[src/mmt_pkg.sv]
// Shared types and constants for the matrix multiply block.
`default_nettype none
package mmt_pkg;
	localparam int MAX_DIM_DEF = 8;
	localparam int DIM_W = 4;
	localparam int IDX_W = 6;
	localparam int VAL_W = 32;
	localparam int CFG_IDX_W = 3;

	typedef enum logic [1:0] {
		REQ_LOAD_A = 2'd0,
		REQ_LOAD_B = 2'd1,
		REQ_START  = 2'd2,
		REQ_NONE   = 2'd3
	} req_t;

	typedef enum logic [2:0] {
		CFG_A_ROWS  = 3'd0,
		CFG_A_COLS  = 3'd1,
		CFG_B_ROWS  = 3'd2,
		CFG_B_COLS  = 3'd3,
		CFG_TRANS_A = 3'd4,
		CFG_TRANS_B = 3'd5,
		CFG_C_ROWS  = 3'd6,
		CFG_C_COLS  = 3'd7
	} cfg_idx_t;

	// decoded start command handed from front to back
	typedef struct packed {
		logic       err;
		logic [2:0] lrows_m1;
		logic [2:0] lcols_m1;
		logic [2:0] rcols_m1;
		logic [3:0] a_rows;
		logic [3:0] b_rows;
		logic       trans_a;
		logic       trans_b;
	} cmd_t;
endpackage
`default_nettype wire

[src/mmt_back.sv]
// Back end: dot-product sequencer, one multiply-accumulate per cycle while in ST_RUN.
`default_nettype none
module mmt_back import mmt_pkg::*; (
	input  wire logic                clk,
	input  wire logic                arst_n,
	input  wire logic                cmd_valid,
	output logic                     cmd_ready,
	input  wire cmd_t                cmd,
	output logic [IDX_W-1:0]         a_raddr,
	output logic [IDX_W-1:0]         b_raddr,
	input  wire logic signed [VAL_W-1:0] a_rdata,
	input  wire logic signed [VAL_W-1:0] b_rdata,
	output logic                     out_valid,
	input  wire logic                out_ready,
	output logic signed [VAL_W-1:0]  product_value,
	output logic [2:0]               out_row,
	output logic [2:0]               out_col,
	output logic                     last,
	output logic                     status
);
	typedef enum logic [1:0] {ST_IDLE, ST_RUN, ST_DRAIN, ST_OUT} st_t;
	st_t st_q, st_n;
	cmd_t cmd_q;
	logic [2:0] i_q, j_q, k_q;
	// read pipeline: address issued, data back in the next cycle, product in the cycle after that
	logic       v_s1, v_s2, lastk_s1, lastk_s2;
	logic signed [63:0] prod_s2, acc_q, sum;
	logic [6:0] ai, bi;
	logic       k_end;
	logic signed [VAL_W-1:0] res;
	logic signed [47:0] q;

	assign k_end = k_q == cmd_q.lcols_m1;

	always_comb begin
		ai = cmd_q.trans_a ? 7'(i_q * cmd_q.a_rows + k_q) : 7'(k_q * cmd_q.a_rows + i_q);
		bi = cmd_q.trans_b ? 7'(k_q * cmd_q.b_rows + j_q) : 7'(j_q * cmd_q.b_rows + k_q);
		a_raddr = ai[IDX_W-1:0];
		b_raddr = bi[IDX_W-1:0];
	end

	// saturating 64-bit add; the sum then drops its low 16 bits and saturates to 32 bits
	always_comb begin
		sum = acc_q + prod_s2;
		if (!acc_q[63] && !prod_s2[63] && sum[63]) sum = {1'b0, {63{1'b1}}};
		else if (acc_q[63] && prod_s2[63] && !sum[63]) sum = {1'b1, 63'd0};
		q = sum[63:16];
		if (q > 48'sh7FFFFFFF) res = 32'sh7FFFFFFF;
		else if (q < -48'sh80000000) res = -32'sh80000000;
		else res = q[31:0];
	end

	always_ff @(posedge clk or negedge arst_n) begin
		if (!arst_n) st_q <= ST_IDLE;
		else st_q <= st_n;
	end

	always_comb begin
		st_n = st_q;
		cmd_ready = 1'b0;
		unique case (st_q)
			ST_IDLE: begin
				cmd_ready = 1'b1;
				if (cmd_valid) st_n = cmd.err ? ST_OUT : ST_RUN;
			end
			ST_RUN:   if (k_end) st_n = ST_DRAIN;
			ST_DRAIN: if (v_s2 && lastk_s2) st_n = ST_OUT;
			ST_OUT: begin
				if (out_ready)
					st_n = last ? ST_IDLE : ST_RUN;
			end
			default: st_n = ST_IDLE;
		endcase
	end

	always_ff @(posedge clk or negedge arst_n) begin
		if (!arst_n) begin
			v_s1 <= 1'b0; v_s2 <= 1'b0;
		end else begin
			v_s1 <= st_q == ST_RUN;
			v_s2 <= v_s1;
		end
	end

	always_ff @(posedge clk) begin
		lastk_s1 <= k_end;
		lastk_s2 <= lastk_s1;
		prod_s2 <= 64'(a_rdata) * 64'(b_rdata);
		if (st_q == ST_IDLE && cmd_valid) begin
			cmd_q <= cmd;
			i_q <= '0; j_q <= '0; k_q <= '0;
			acc_q <= '0;
			status <= cmd.err;
			last <= cmd.err;
			out_row <= '0; out_col <= '0; product_value <= '0;
		end
		if (st_q == ST_RUN) k_q <= k_end ? 3'd0 : 3'(k_q + 1'b1);
		if (v_s2) begin
			if (lastk_s2) begin
				product_value <= res;
				out_row <= i_q;
				out_col <= j_q;
				last <= i_q == cmd_q.lrows_m1 && j_q == cmd_q.rcols_m1;
				acc_q <= '0;
			end else begin
				acc_q <= sum;
			end
		end
		if (st_q == ST_OUT && out_ready && !last) begin
			if (j_q == cmd_q.rcols_m1) begin
				j_q <= '0; i_q <= 3'(i_q + 1'b1);
			end else begin
				j_q <= 3'(j_q + 1'b1);
			end
		end
	end

	assign out_valid = st_q == ST_OUT;
endmodule
`default_nettype wire

[config.mk]
export PLATFORM = sky130hd
export DESIGN_NAME = mmt_back
export DESIGN_NICKNAME = d
export VERILOG_FILES = /design/src/mmt_pkg.sv /design/src/mmt_back.sv
export SDC_FILE = /design/constraint.sdc
export NUM_CORES = 2
export LEC_CHECK = 0
export BUFFER_PORTS_ARGS = -buffer_cell sky130_fd_sc_hd__buf_2
export CAP_MARGIN = 20
export CORE_MARGIN = 3
export CORE_UTILIZATION = 50
export CTS_BUF_LIST = sky130_fd_sc_hd__clkbuf_4
export DETAILED_ROUTE_END_ITERATION = 16
export PLACE_DENSITY_LB_ADDON = 0.2
export SLEW_MARGIN = 20
export SYNTH_ARGS = -nofsm -noshare
export SYNTH_HDL_FRONTEND = slang
export SYNTH_SLANG_ARGS = --single-unit
[constraint.sdc]
create_clock -name clk -period 6.6 [get_ports clk]
set_input_delay 0.33 -clock clk [delete_from_list [all_inputs] [get_ports clk]]
set_output_delay 0.33 -clock clk [all_outputs]
set_load 0.03 [all_outputs]
* Word level (Yosys, flattened, before mapping)
Cells that the tools add are included.
** Storage, ports and cells
- Flip-flop bits (word level) :: 202
- Bits of input ports :: 88
- Output and inout bits :: 54
- Logic and storage cells :: 102
** Operators by class
- Add/subtract/negate cells :: 8
- Multiply operators :: 5
- Order comparisons :: 2
- Equal/unequal tests :: 10
- Mux-type cells :: 37
- Reduce and logical (&&, ||, !) cells :: 18
** Operator list (count)
- $mux W64 :: 5
- $mux W32 :: 5
- $add A64 B64 Y64 :: 1
- $mul A32 B32 Y64 :: 1
- $gt A48 B32 Y1 const B :: 1
- $lt A48 B32 Y1 const B :: 1
- $mux W3 :: 14
- $add A6 B3 Y6 :: 4
- $mul A3 B4 Y6 :: 4
- $mux W6 :: 2
- $mux W2 :: 5
- $add A3 B1 Y3 const B :: 3
- $eq A3 B3 Y1 :: 3
- $logic_and A1 B1 Y1 :: 9
- $pmux W2 S4 :: 1
- $ne A2 B2 Y1 const B :: 3
- $reduce_bool A2 Y1 :: 3
- $mux W1 :: 5
- $eq A2 B2 Y1 const B :: 2
- $logic_not A1 Y1 :: 4
- $reduce_and A4 Y1 :: 1
- $eq A2 B1 Y1 const B :: 1
- $logic_not A2 Y1 :: 1
- $ne A2 B1 Y1 const B :: 1

* Depth between registers and ports, before layout
- Word-level depth :: 10
- Gate-level depth with buffers :: 31
- Gate-level depth less buffers :: 30

* Worst setup path before layout
Ideal clock, no wire load.
- Kind :: input to register
- From :: input port b_rdata[4]
- To :: register prod_s2[62]
- Arrival time :: 7.442 ns
- Data required time :: 6.480 ns
- Slack :: -0.962 ns
- Stages :: 25
- Cell sequence :: clkbuf_1 > and2_1 > fa_1 > inv_1 > fa_1 > inv_1 > fa_1 > fa_1 > inv_1 > fa_1 > inv_1 > fa_1 > inv_1 > fa_1 > inv_1 > fa_1 > ha_1 > nand2_1 > or3_1 > nor3_1 > a21oi_1 > or2_2 > o21bai_1 > o21ai_0 > xnor2_1
** On the way
- Longest elaborated chain between the ends :: 1
** RTL lines
- from (decl) :: RTL line mmt_back.sv:12 : input wire logic signed [VAL_W-1:0] b_rdata,
- $mul A32 B32 Y64 :: RTL line mmt_back.sv:88 : prod_s2 <= 64'(a_rdata) * 64'(b_rdata);
- to (signal assigned) :: RTL line mmt_back.sv:88
- to (decl) :: RTL line mmt_back.sv:27 : logic signed [63:0] prod_s2, acc_q, sum;
Every way passes these cells.
A chain may end at the register's enable or synchronous reset.

* Worst setup path in the final report
- From :: input port a_rdata[13]
- To :: register prod_s2[61]
** On the way
- Longest elaborated chain between the ends :: 1
** RTL lines
- from (decl) :: RTL line mmt_back.sv:11 : input wire logic signed [VAL_W-1:0] a_rdata,
- $mul A32 B32 Y64 :: RTL line mmt_back.sv:88
Every way passes these cells.

==> impl_metrics.json <==
{
  "cp-end-kind": "register",
  "count_of_distinct_cell_types_in_the_synthesized_netlist": 85,
  "worstSetupPathType": "in -> reg",
  "drv.max_cap_violation_count": 0,
  "placeableCoreArea_um2": 95400,
  "layout.cells.most_common": "sky130_fd_sc_hd__fa_1",
  "dpl.cell_count": 6743,
  "worst_pin_slew_ns": 1.08,
  "report.final.slew_viol_count": 0,
  "synth_enable_flop_cells": 90,
  "timing.critical_path.arrival_ns": 7.38,
  "numCtsBuffers": 49,
  "hold-path-endpoint": "i_q[1]",
  "antenna_found_initial": 3,
  "routed-via-count": 36195,
  "detail_route.drc_violations": 0,
  "finalSetupViolCount": 13,
  "yosysWarnings": 0,
  "worstSkewPairLatency_ns": 0.70,
  "post_drt_wl_per_cell_um": 18.5,
  "post_synth_inst_count": 5156,
  "yosysTopAreaCell": "sky130_fd_sc_hd__fa_1",
  "synth_top_area_share": 0.455,
  "grt_util_all_layers": 0.261,
  "initial_core_util": 0.507,
  "cts.root.buffer_cell": "sky130_fd_sc_hd__clkbuf_4",
  "fp.dieW_um": 317,
  "clkTransAtPathRegs_ns": 0.07,
  "pin_count": 142,
  "vias_per_cell": 5.22,
  "timing.rr.end": "product_value[0]",
  "detailedRoute.firstIterationViolations": 1878,
  "timing.max_slew.rel_slack": 0.280,
  "floorplan.rows": 113,
  "number_of_nets_with_antenna_violations_after_routing": 0,
  "clockBufferDepth": 3,
  "io_buffer_count": 141,
  "synth.avg_cell_area_um2": 9.39,
  "synth-seq-cells": 202,
  "num-fill-cells": 8276,
  "ys_seq_area_frac": 0.103,
  "crit_path_max_fanout": 11,
  "clock_sinks": 202,
  "post-route-worst-setup-slack_ns": -0.186,
  "place_ws_ns": -1.22,
  "nNetsFinal": 7106,
  "whs_path_depth": 4,
  "final_gp_congestion": 0.923,
  "violations": "negative setup slack",
  "cts_tree": "built",
  "htreeDepth": 2,
  "timing.reg2reg.setup_slack_ns": 0.54,
  "ys_top_cells_by_area": "sky130_fd_sc_hd__fa_1, sky130_fd_sc_hd__inv_1, sky130_fd_sc_hd__ha_1",
  "synth.net_count": 6640,
  "area_growth_from_synthesis_to_layout_pct": 17.0,
  "worstRegToRegCells": 21,
  "post_route_wl_um": 128000,
  "grt_pass1_vias": 39801,
  "post_route_cells_drive_above_1_share": 0.176,
  "final_hold_viol_count": 0,
  "origin_of_the_worst_min_delay_path": "cmd_valid",
  "grt_overflow": 0,
  "critPathRequiredTime_ns": 7.19,
  "post-dp-hpwl_um": 107000,
  "run_status": "complete, but fails checks",
  "floorplan.die_area_um2": 101000,
  "reg2reg_from": "acc_q[1]",
  "die_y_um": 317,
  "drt-pass1-iter-count": 8,
  "final_cell_mix": "sky130_fd_sc_hd__fa_1, sky130_fd_sc_hd__inv_1, sky130_fd_sc_hd__nand2_1",
  "synth_area_um2": 48400,
  "hold_class": "in -> reg",
  "timing.critical_path.from_type": "input pin",
  "min_period_ns": 6.79,
  "async_reset_ff_frac": 0.0198,
  "largest_net_degree_at_the_start_of_global_routing": 65,
  "min_period_over_period": 1.03,
  "fin_skew_ns": 0.0470,
  "fmaxAchievable_ghz": 0.147,
  "rsz0062_at_grt": "true",
  "post_layout_nonfiller_instances": 6930,
  "synth_ff_type": "sky130_fd_sc_hd__dfxtp_1",
  "grt_pass1_wl_um": 208000
}
## sequential cells by signal (all words and copies together) (netlist names)
| name | count |
|---|---|
| st_q | 2 |
| v_s1 | 1 |
| cmd_q | 19 |
| j_q | 3 |
| out_col | 3 |
| last | 1 |
| product_value | 32 |
| lastk_s1 | 1 |
| v_s2 | 1 |
| acc_q | 64 |
| status | 1 |
| out_row | 3 |
| i_q | 3 |
| prod_s2 | 64 |
| k_q | 3 |
| lastk_s2 | 1 |
## through the flow
stage,hold WS (ns),util,cell area (µm²),TNS (ns)
after floorplan,0.0344,-,48900,-5.41
after global placement,0.142,0.561,53500,-29.95
after detailed placement,0.143,0.561,53500,-32.57
after CTS,0.00397,0.583,55600,-0.168
after global routing,0.0413,0.593,56600,-3.98
final,0.0600,0.594,56600,-0.762
## synth_stat cells (all sizes together) (79+ instances only)
| cell type | n |
|---|---|
| inv | 1054 |
| a21oi | 193 |
| nor2 | 124 |
| dfxtp | 108 |
| o21ai | 115 |
| nand2 | 686 |
| a21o | 79 |
| xnor2 | 104 |
| ha | 296 |
| edfxtp | 90 |
| fa | 1100 |
| and2 | 536 |
| clkbuf | 229 |
## final cells by class
| cell class | instances | area [µm²] | area share |
|---|---|---|---|
| antenna | 3 | 7.51 | 0.000133 |
| clock buffer | 68 | 510 | 0.00901 |
| clock inverter | 23 | 169 | 0.00298 |
| inverter | 1054 | 3960 | 0.0700 |
| multi-input combinational | 3642 | 39400 | 0.695 |
| sequential | 202 | 4960 | 0.0877 |
| tap | 1265 | 1580 | 0.0279 |
| timing repair buffer | 673 | 6090 | 0.108 |
## how the worst max path moves through the flow
stage / end / from
after floorplan: prod_s2[62] / a_rdata[31]
after global placement: prod_s2[63] / b_rdata[2]
after detailed placement: prod_s2[61] / b_rdata[2]
after CTS: prod_s2[61] / b_rdata[22]
after global routing: prod_s2[63] / b_rdata[21]
final: prod_s2[61] / a_rdata[13]
## metal layers
layer  track usage  share of wire  wire (µm)
met2         0.478           0.52      66500
met1         0.328           0.40      51300
met5             0              0          0
met3        0.0185          0.041       5280
met4        0.0880          0.037       4790
## critical path: stages
cell	delay (ns)
sky130_fd_sc_hd__buf_12	0.13
sky130_fd_sc_hd__buf_6	0.12
sky130_fd_sc_hd__buf_4	0.14
sky130_fd_sc_hd__and2_1	0.16
sky130_fd_sc_hd__fa_1	0.48
sky130_fd_sc_hd__inv_1	0.06
sky130_fd_sc_hd__fa_1	0.53
sky130_fd_sc_hd__inv_1	0.05
sky130_fd_sc_hd__fa_1	0.51
sky130_fd_sc_hd__fa_1	0.45
sky130_fd_sc_hd__fa_1	0.53
sky130_fd_sc_hd__fa_1	0.52
sky130_fd_sc_hd__fa_1	0.59
sky130_fd_sc_hd__fa_1	0.47
sky130_fd_sc_hd__ha_4	0.29
sky130_fd_sc_hd__a21o_1	0.10
sky130_fd_sc_hd__a21o_1	0.13
sky130_fd_sc_hd__a21oi_2	0.07
sky130_fd_sc_hd__nand2b_1	0.15
sky130_fd_sc_hd__a31oi_2	0.19
sky130_fd_sc_hd__nor3_2	0.06
sky130_fd_sc_hd__a211o_1	0.34
sky130_fd_sc_hd__a21oi_2	0.17
sky130_fd_sc_hd__a31o_2	0.20
sky130_fd_sc_hd__a31oi_4	0.11
sky130_fd_sc_hd__o41ai_2	0.32
sky130_fd_sc_hd__xor2_1	0.16
## cell families (layout without fill, tap and decap cells)
| family | Yosys count | after routing | share of synthesized area |
|---|---|---|---|
| and+or+nand+nor | 1525 | 1525 | 0.155 |
| adders and majority gates | 1396 | 1396 | 0.531 |
| buffers and inverters | 1312 | 1818 | 0.103 |
| AOI/OAI and AO/OA | 551 | 551 | 0.0763 |
| DFF | 202 | 202 | 0.103 |
| xor gates and xnor gates | 156 | 156 | 0.0282 |
| muxes | 14 | 14 | 0.00313 |
| other | 0 | 3 | 0 |
## what timing repair did
item,4_1_cts,5_1_grt
gates cloned,1,8
endpoints found under the hold margin,26,0
pin swaps,120,125
setup endpoints to repair,24,49
hold buffers,22,0
resized for setup,258,157
setup buffers,37,29
Power is left out: the tool's default activity adds up to more than one toggle a clock period on the data nets, which glitch-free logic cannot reach.
