**src/mmt_pkg.sv**
```systemverilog
// Shared types and constants for the matrix multiply block.
`default_nettype none
package mmt_pkg;
	localparam int MAX_DIM_DEF = 8;
	localparam int DIM_W = 4;
	localparam int IDX_W = 6;
	localparam int VAL_W = 32;
	localparam int CFG_IDX_W = 3;

	typedef enum logic [1:0] {
		REQ_LOAD_A = 2'd0,
		REQ_LOAD_B = 2'd1,
		REQ_START  = 2'd2,
		REQ_NONE   = 2'd3
	} req_t;

	typedef enum logic [2:0] {
		CFG_A_ROWS  = 3'd0,
		CFG_A_COLS  = 3'd1,
		CFG_B_ROWS  = 3'd2,
		CFG_B_COLS  = 3'd3,
		CFG_TRANS_A = 3'd4,
		CFG_TRANS_B = 3'd5,
		CFG_C_ROWS  = 3'd6,
		CFG_C_COLS  = 3'd7
	} cfg_idx_t;

	// decoded start command handed from front to back
	typedef struct packed {
		logic       err;
		logic [2:0] lrows_m1;
		logic [2:0] lcols_m1;
		logic [2:0] rcols_m1;
		logic [3:0] a_rows;
		logic [3:0] b_rows;
		logic       trans_a;
		logic       trans_b;
	} cmd_t;
endpackage
`default_nettype wire

```
**src/mmt_front.sv**
```systemverilog
// Front end: configuration registers, operand stores, start classification.
`default_nettype none
module mmt_front import mmt_pkg::*; #(
	parameter int MAX_DIM = MAX_DIM_DEF
) (
	input  wire logic                clk,
	input  wire logic                arst_n,
	input  wire logic                cfg_we,
	input  wire logic [CFG_IDX_W-1:0] cfg_idx,
	input  wire logic [DIM_W-1:0]    cfg_data,
	input  wire logic                valid,
	output logic                     ready,
	input  wire logic [1:0]          req_type,
	input  wire logic [IDX_W-1:0]    elem_index,
	input  wire logic signed [VAL_W-1:0] elem_value,
	output logic                     cmd_valid,
	input  wire logic                cmd_ready,
	output cmd_t                     cmd,
	// store read ports used by the back end
	input  wire logic [IDX_W-1:0]    a_raddr,
	input  wire logic [IDX_W-1:0]    b_raddr,
	output logic signed [VAL_W-1:0]  a_rdata,
	output logic signed [VAL_W-1:0]  b_rdata
);
	localparam int DEPTH = MAX_DIM * MAX_DIM;

	logic [DIM_W-1:0] a_rows_q, a_cols_q, b_rows_q, b_cols_q, c_rows_q, c_cols_q;
	logic             trans_a_q, trans_b_q;
	logic signed [VAL_W-1:0] a_mem [DEPTH];
	logic signed [VAL_W-1:0] b_mem [DEPTH];
	logic             busy_q;
	logic             acc, idx_ok;
	logic [DIM_W-1:0] lrows, lcols, rrows, rcols;
	logic             dims_ok;
	cmd_t             cmd_n;

	always_ff @(posedge clk or negedge arst_n) begin
		if (!arst_n) begin
			a_rows_q <= DIM_W'(1); a_cols_q <= DIM_W'(1);
			b_rows_q <= DIM_W'(1); b_cols_q <= DIM_W'(1);
			c_rows_q <= DIM_W'(1); c_cols_q <= DIM_W'(1);
			trans_a_q <= 1'b0; trans_b_q <= 1'b0;
		end else if (cfg_we) begin
			unique case (cfg_idx_t'(cfg_idx))
				CFG_A_ROWS:  a_rows_q <= cfg_data;
				CFG_A_COLS:  a_cols_q <= cfg_data;
				CFG_B_ROWS:  b_rows_q <= cfg_data;
				CFG_B_COLS:  b_cols_q <= cfg_data;
				CFG_TRANS_A: trans_a_q <= cfg_data[0];
				CFG_TRANS_B: trans_b_q <= cfg_data[0];
				CFG_C_ROWS:  c_rows_q <= cfg_data;
				CFG_C_COLS:  c_cols_q <= cfg_data;
				default: ;
			endcase
		end
	end

	// a start waits in busy_q until the back end takes it; input then stays
	// stalled until the back end is idle, so the stores hold still under it
	assign ready = !busy_q && cmd_ready;
	assign acc   = valid && ready;
	assign idx_ok = {1'b0, elem_index} < (IDX_W+1)'(DEPTH);

	always_ff @(posedge clk) begin
		if (acc && idx_ok && req_type == REQ_LOAD_A)
			a_mem[elem_index[$clog2(DEPTH > 1 ? DEPTH : 2)-1:0]] <= elem_value;
		if (acc && idx_ok && req_type == REQ_LOAD_B)
			b_mem[elem_index[$clog2(DEPTH > 1 ? DEPTH : 2)-1:0]] <= elem_value;
		a_rdata <= a_mem[a_raddr[$clog2(DEPTH > 1 ? DEPTH : 2)-1:0]];
		b_rdata <= b_mem[b_raddr[$clog2(DEPTH > 1 ? DEPTH : 2)-1:0]];
	end

	function automatic logic dim_ok(input logic [DIM_W-1:0] d);
		dim_ok = d != '0 && d <= DIM_W'(MAX_DIM);
	endfunction

	always_comb begin
		lrows = trans_a_q ? a_cols_q : a_rows_q;
		lcols = trans_a_q ? a_rows_q : a_cols_q;
		rrows = trans_b_q ? b_cols_q : b_rows_q;
		rcols = trans_b_q ? b_rows_q : b_cols_q;
		dims_ok = dim_ok(a_rows_q) && dim_ok(a_cols_q) && dim_ok(b_rows_q) &&
			dim_ok(b_cols_q) && dim_ok(c_rows_q) && dim_ok(c_cols_q);
		cmd_n.err = !dims_ok || lcols != rrows || c_rows_q != lrows || c_cols_q != rcols;
		cmd_n.lrows_m1 = 3'(lrows - 1'b1);
		cmd_n.lcols_m1 = 3'(lcols - 1'b1);
		cmd_n.rcols_m1 = 3'(rcols - 1'b1);
		cmd_n.a_rows = a_rows_q;
		cmd_n.b_rows = b_rows_q;
		cmd_n.trans_a = trans_a_q;
		cmd_n.trans_b = trans_b_q;
	end

	always_ff @(posedge clk or negedge arst_n) begin
		if (!arst_n) begin
			busy_q <= 1'b0;
		end else if (acc && req_type == REQ_START) begin
			busy_q <= 1'b1;
		end else if (cmd_ready) begin
			busy_q <= 1'b0;
		end
	end

	always_ff @(posedge clk) begin
		if (acc && req_type == REQ_START) cmd <= cmd_n;
	end

	assign cmd_valid = busy_q;
endmodule
`default_nettype wire

```
**config.mk**
```make
export PLATFORM = sky130hd
export DESIGN_NAME = mmt_front
export DESIGN_NICKNAME = d
export VERILOG_FILES = /design/src/mmt_pkg.sv /design/src/mmt_front.sv
export SDC_FILE = /design/constraint.sdc
export NUM_CORES = 2
export LEC_CHECK = 0
export ABC_AREA = 1
export ABC_CLOCK_PERIOD_IN_PS = 5300
export BUFFER_PORTS_ARGS = -buffer_cell sky130_fd_sc_hd__buf_4
export CORE_MARGIN = 8
export CORE_UTILIZATION = 39
export CTS_CLUSTER_DIAMETER = 50
export DETAILED_ROUTE_END_ITERATION = 8
export SLEW_MARGIN = 20
export SYNTH_ARGS = -nofsm -noshare
export SYNTH_HDL_FRONTEND = slang
export SYNTH_SLANG_ARGS = --single-unit
```
**constraint.sdc**
```tcl
create_clock -name clk -period 5.3 [get_ports clk]
set_clock_uncertainty 0.15 [all_clocks]
set_input_delay 0.265 -clock clk [delete_from_list [all_inputs] [get_ports clk]]
set_output_delay 0.265 -clock clk [all_outputs]
set_load 0.01 [all_outputs]
```
### Word level (Yosys, flattened, before mapping)

Memories as Yosys holds them, arrays and structs flattened. A register that Yosys moved wholly into a read port is not among the register bits.
Cells that the tools add are included.

* register bits: 47
* memory bits (writable): 4096
* input bits: 64
* memories: 2

Memories
* a_mem: words 64, width 32, rd ports 1, clocked after Yosys merged registers in 1, write ports 1, line mmt_front.sv:29 `logic signed [VAL_W-1:0] a_mem [DEPTH];`
* b_mem: words 64, width 32, rd ports 1, clocked after Yosys merged registers in 1, write ports 1, line mmt_front.sv:30 `logic signed [VAL_W-1:0] b_mem [DEPTH];`

* add/sub/neg operators: 3
* order comparisons: 6
* eq/ne operators: 12
* mux-type cells: 10
* reduce and logical (&&, ||, !) cells: 38

Operator list (count)
* 4-bit less-or-equal comparator (second input constant): 6
* 4-bit nonzero test: 6
* 1-bit logical AND: 16
* 4-bit 2-to-1 mux: 4
* 2-bit AND reduction: 8
* 3-bit equality test (second input constant): 4
* 4-bit != test: 3
* 3-bit by 1-bit subtractor with 3-bit output (second input constant): 3
* 3-bit by 2-bit equality test with 1-bit output (second input constant): 2
* 1-bit 2-to-1 mux: 6
* 3-bit by 1-bit equality test with 1-bit output (second input constant): 1
* 3-bit logical NOT: 1
* 1-bit logical OR: 3
* 2-bit by 1-bit equality test with 1-bit output (second input constant): 1
* 2-bit equality test (second input constant): 1
* 1-bit logical NOT: 2
* 2-bit logical NOT: 1
* 2-bit nonzero test: 1

### Logic depth before layout (Yosys ltp)

* word-level depth: 11
* depth in mapped cells: 13
* mapped depth without buffers: 9

### Least setup slack after synthesis

No wires, ideal clock.

* path kind: register to register
* start point: reg busy_q, in the netlist cmd_valid
* end point: mem b_mem[0][0], enable pin
* setup time: 0.421 ns
* arrival: 2.751 ns
* required time: 4.729 ns
* path slack: 1.977 ns
* stages on the path, launching flop included: 7
* period minus slack after synthesis: 3.323 ns
* cell sequence: dfrtp_1 nor2_1 nand2_1 nor3_2 clkinv_1 clkbuf_1 nor2_1

* word-level cells in the longest chain between the ends: 6

Ends and longest elaborated chain
* start, declared: line mmt_front.sv:31 `logic busy_q;`
* start signal, assigned: line mmt_front.sv:96 `busy_q <= 1'b0;`
* start signal, assigned: line mmt_front.sv:98 `busy_q <= 1'b1;`
* start signal, assigned: line mmt_front.sv:100 `busy_q <= 1'b0;`
* 1-bit logical NOT: line mmt_front.sv:60 `assign ready = !busy_q && cmd_ready;`
* 1-bit logical AND: line mmt_front.sv:60
* via ready: line mmt_front.sv:12 `output logic ready,`
* 1-bit logical AND: line mmt_front.sv:61 `assign acc = valid && ready;`
* 1-bit logical AND: line mmt_front.sv:67 `if (acc && idx_ok && req_type == REQ_LOAD_B)`
* 1-bit 2-to-1 mux: line mmt_front.sv:67
* 1-bit 2-to-1 mux: line mmt_front.sv:68 `b_mem[elem_index[$clog2(DEPTH > 1 ? DEPTH : 2)-1:0]] <= elem_value;`
* end, declared: line mmt_front.sv:30

The timed path passes the listed nets, and every way through them passes these cells.

### Worst setup path after layout

* start point: in cmd_ready
* end point: mem b_mem[7][14], enable pin

* word-level cells in the longest chain between the ends: 5

Ends and longest elaborated chain
* start, declared: line mmt_front.sv:17 `input wire logic cmd_ready,`
* 1-bit logical AND: line mmt_front.sv:60
* 1-bit logical AND: line mmt_front.sv:61
* 1-bit logical AND: line mmt_front.sv:67
* 1-bit 2-to-1 mux: line mmt_front.sv:67
* 1-bit 2-to-1 mux: line mmt_front.sv:68

Every way passes these cells.

==> flow_summary.toml <==
[finish]
stdcell_count = 19989
nets = 13965
area_growth_pct = 14.0
ff_latch_area_um2 = 126000
drive_gt1_share_pct = 8.61
nFillCells = 38420
multi_input_area_um2 = 38500

[synth]
ys.flop_type = "edfxtp_1"
netlist_area_um2 = 168000
ys_async_sr_fraction_pct = 0.642
synth_cell_type_count = 26
synth_edf_count = 4116
ys_warn_count = 0
yosysTopAreaCell = "edfxtp_1"
yosys-top-cells-area = "edfxtp_1 (74%), nand3_1 (11%), nand2_1 (10%), buf_2 (1.8%), dfxtp_1 (0.76%)"
syn_inst = 13824
ys_seq_elements = 4207
avgSynthCellArea_um2 = 12.1
yosysTopAreaCellShare_pct = 73.6
synth_fp_nets = 13891
yosysSeqAreaShare_pct = 74.8

[power_and_ir_drop]
clockPowerShare_pct = 42.6
p_seq_share_pct = 51.0
p_sw_share_pct = 23.2
power.internal_w = 0.0554
total_leakage_power_nw = 66.7
power.density_nw_per_um2 = 377
pwr-share-comb_pct = 6.4
switchingPower_w = 0.0167
vdd_ir_drop_max_v = 0.000290

[sta]
worst_pin_slew_ps = 1310
hold_viol_final = 0
fin_tns_setup_ps = 0
finalCritPeriodShare_pct = 76.7
grt_setup_unrepaired = "false"
slew_headroom_pct = 13.0
period_needed_ps = 4070
fin_ws_ps = 1230
fmax_ghz = 0.246
finalSetupViolCount = 0
report.final.slew_viol_count = 0

[global_route]
grt_max_degree = 187
top_usage_layer = "met2"
grt_pass1_vias = 103382
grt_pass1_wl_um = 734000
track_usage_pct = 21.7
grt_use_met1_pct = 31.0
antenna_found_initial = 22
use_met3_pct = 3.33
grt_use_met2_pct = 34.0
overflow = 0

[placement]
place_inst = 19083
io_buffers = 149
dp_slack_ps = 1350
dpl.hpwl_um = 281000
gp_congestion = 0.830

[floorplanning]
std_cell_rows = 241
start_util_pct = 39.1
die-area_um2 = 452000
core-area_um2 = 430000
die_x_um = 672
ios = 150
die_h_um = 672

[cts]
path_clk_slew_ps = 60
cts_buffer_depth = 4
numCtsBuffers = 435
h-tree-depth = 5
holdBufCountCts = 83
clk_latency_ps = 990
cts_tree = "built"
cts_resized = 0
cts-root-buf = "clkbuf_16"
cts_setup_buffers = 0
numClockSinks = 4207

[detailed_routing]
wl_per_cell_um = 25.4
firstDrtPassIters = 8
vias = 110093
first_iter_violations = 15149
ant_nets = 0
drt-total-wl_um = 508000
drc = 0
viasPerCell = 5.51

[worst_setup_path]
worst_ep_required_time_ps = 5760
cp_max_fo = 43
end_kind = "flip-flop"
worstPathArrival_ps = 4520
worstSetupPathType = "in2reg"
worst_setup_path_start_kind = "primary input"
rrSetupSlack_ps = 1320

[run_status]
status = "completed"

[worst_hold_path]
hp-class = "in2reg"

[job]
max_cap_violations = 0
[Yosys cell counts, types with 23 or more instances]
cell type	instances
nand2_1	4627
edfxtp_1	4116
nand3_1	3803
buf_2	587
clkbuf_1	159
nor2_1	138
buf_1	68
buf_4	68
dfxtp_1	64
inv_1	46
o21ai_0	41
buf_6	23
[state kept, by name, summed over array words and instances (netlist names), 4 cells and up]
name,flops
b_rows_q,4
a_cols_q,4
cmd,20
c_rows_q,4
a_rows_q,4
b_cols_q,4
a_mem,2048
a_rdata,32
c_cols_q,4
b_mem,2048
b_rdata,32
[stage by stage]
step / total power, W / util (%) / hold slack, ps / area (um2)
final: 0.0721 / 44.5 / 65.8 / 191000
after global routing: 0.0740 / 44.5 / 32.6 / 191000
after CTS: 0.0724 / 44.5 / 4.44 / 191000
after detailed placement: 0.0420 / 41.0 / 52.1 / 176000
after global placement: 0.0420 / 40.9 / 49.5 / 176000
after floorplan: 0.0398 / - / -181 / 168000
[worst max-delay path: stages]
cell and delay (ps):
dlygate4sd3_1 530, buf_4 100, dlygate4sd3_1 540, inv_1 50, nor2_1 150, nand2_1 110, nor3_2 550, buf_4 330
inv_6 280, buf_4 440, nor2_4 590, buf_4 420
[logic make-up (layout without fill, tap and decap cells)]
logic type                 after synthesis  in the layout  share of synthesized area [%]
and+or+nand+nor                       8591           8591                           22.1
DFF                                   4207           4207                           74.8
xor gates and xnor gates                19             19                         0.0992
other                                    0              9                              0
buffers and inverters                  958           1404                           2.84
adders and majority gates                3              3                         0.0224
AOI/OAI and AO/OA                       46             46                          0.139
[metal layers]
layer	vias to the layer above	wire, um
met4	2	17600
li1	49310	-
met1	54610	210000
met2	5373	234000
met3	798	46700
met5	-	14
[final timing paths]
path / to / depth (start not counted) / from
min: a_rdata[14]$_DFF_P_ / 7 / a_raddr[2]
max: b_mem[7][14]$_DFFE_PP_ / 12 / cmd_ready
min in group asynchronous: cmd_valid$_DFFE_PN0P_ / 4 / arst_n
max in group asynchronous: a_rows_q[0]$_DFFE_PN1P_ / 4 / arst_n
max reg2reg: b_mem[7][14]$_DFFE_PP_ / 8 / cmd_valid$_DFFE_PN0P_
min reg2reg: cmd[7]$_DFFE_PP_ / 0 / a_rows_q[1]$_DFFE_PN0P_
[cell type report]
class | count | share of cell area [%]
repair buffers | 542 | 2.92
clock buffers | 536 | 5.99
flip-flops and latches | 4207 | 65.6
multi-input cells | 8659 | 20.1
well taps | 5710 | 3.73
clock inverters | 273 | 1.46
diodes | 9 | 0.0118
inverters | 53 | 0.145
[cell usage in the layout, fill, tap and decap left out, types with 7 or more instances in the layout]
| cell type | synthesis | final |
|---|---|---|
| buf_8 | 0 | 7 |
| buf_12 | 0 | 86 |
| nand3_1 | 3803 | 3802 |
| inv_1 | 46 | 39 |
| nor2_1 | 138 | 14 |
| xor2_1 | 13 | 13 |
| inv_6 | 0 | 24 |
| dlygate4sd3_1 | 0 | 82 |
| clkinv_4 | 0 | 7 |
| dfrtp_1 | 21 | 21 |
| clkbuf_8 | 0 | 11 |
| inv_16 | 0 | 9 |
| nor3_2 | 7 | 11 |
| diode_2 | 0 | 9 |
| buf_16 | 0 | 8 |
| nor2_4 | 0 | 124 |
| clkinvlp_4 | 0 | 10 |
| clkinv_1 | 1 | 112 |
| clkbuf_16 | 0 | 439 |
| o21ai_0 | 41 | 41 |
| clkbuf_1 | 159 | 86 |
| buf_4 | 68 | 354 |
| edfxtp_1 | 4116 | 4116 |
| inv_8 | 0 | 8 |
| clkinv_2 | 0 | 60 |
| nor3_1 | 15 | 9 |
| dfxtp_1 | 64 | 64 |
| nand2_1 | 4627 | 4627 |
| bufinv_16 | 0 | 44 |
[power by group through the flow]
| stage | clock network (W) | logic, W | registers, W |
|---|---|---|---|
| 3_3_place_gp | 0 | 0.00448 | 0.0375 |
| 5_1_grt | 0.0322 | 0.00495 | 0.0368 |
| 6_report | 0.0307 | 0.00461 | 0.0368 |
| 3_5_place_dp | 0 | 0.00451 | 0.0375 |
| 4_1_cts | 0.0310 | 0.00458 | 0.0368 |
| 2_1_floorplan | 0 | 0.00232 | 0.0375 |
Power figures use the tool's default switching activity.
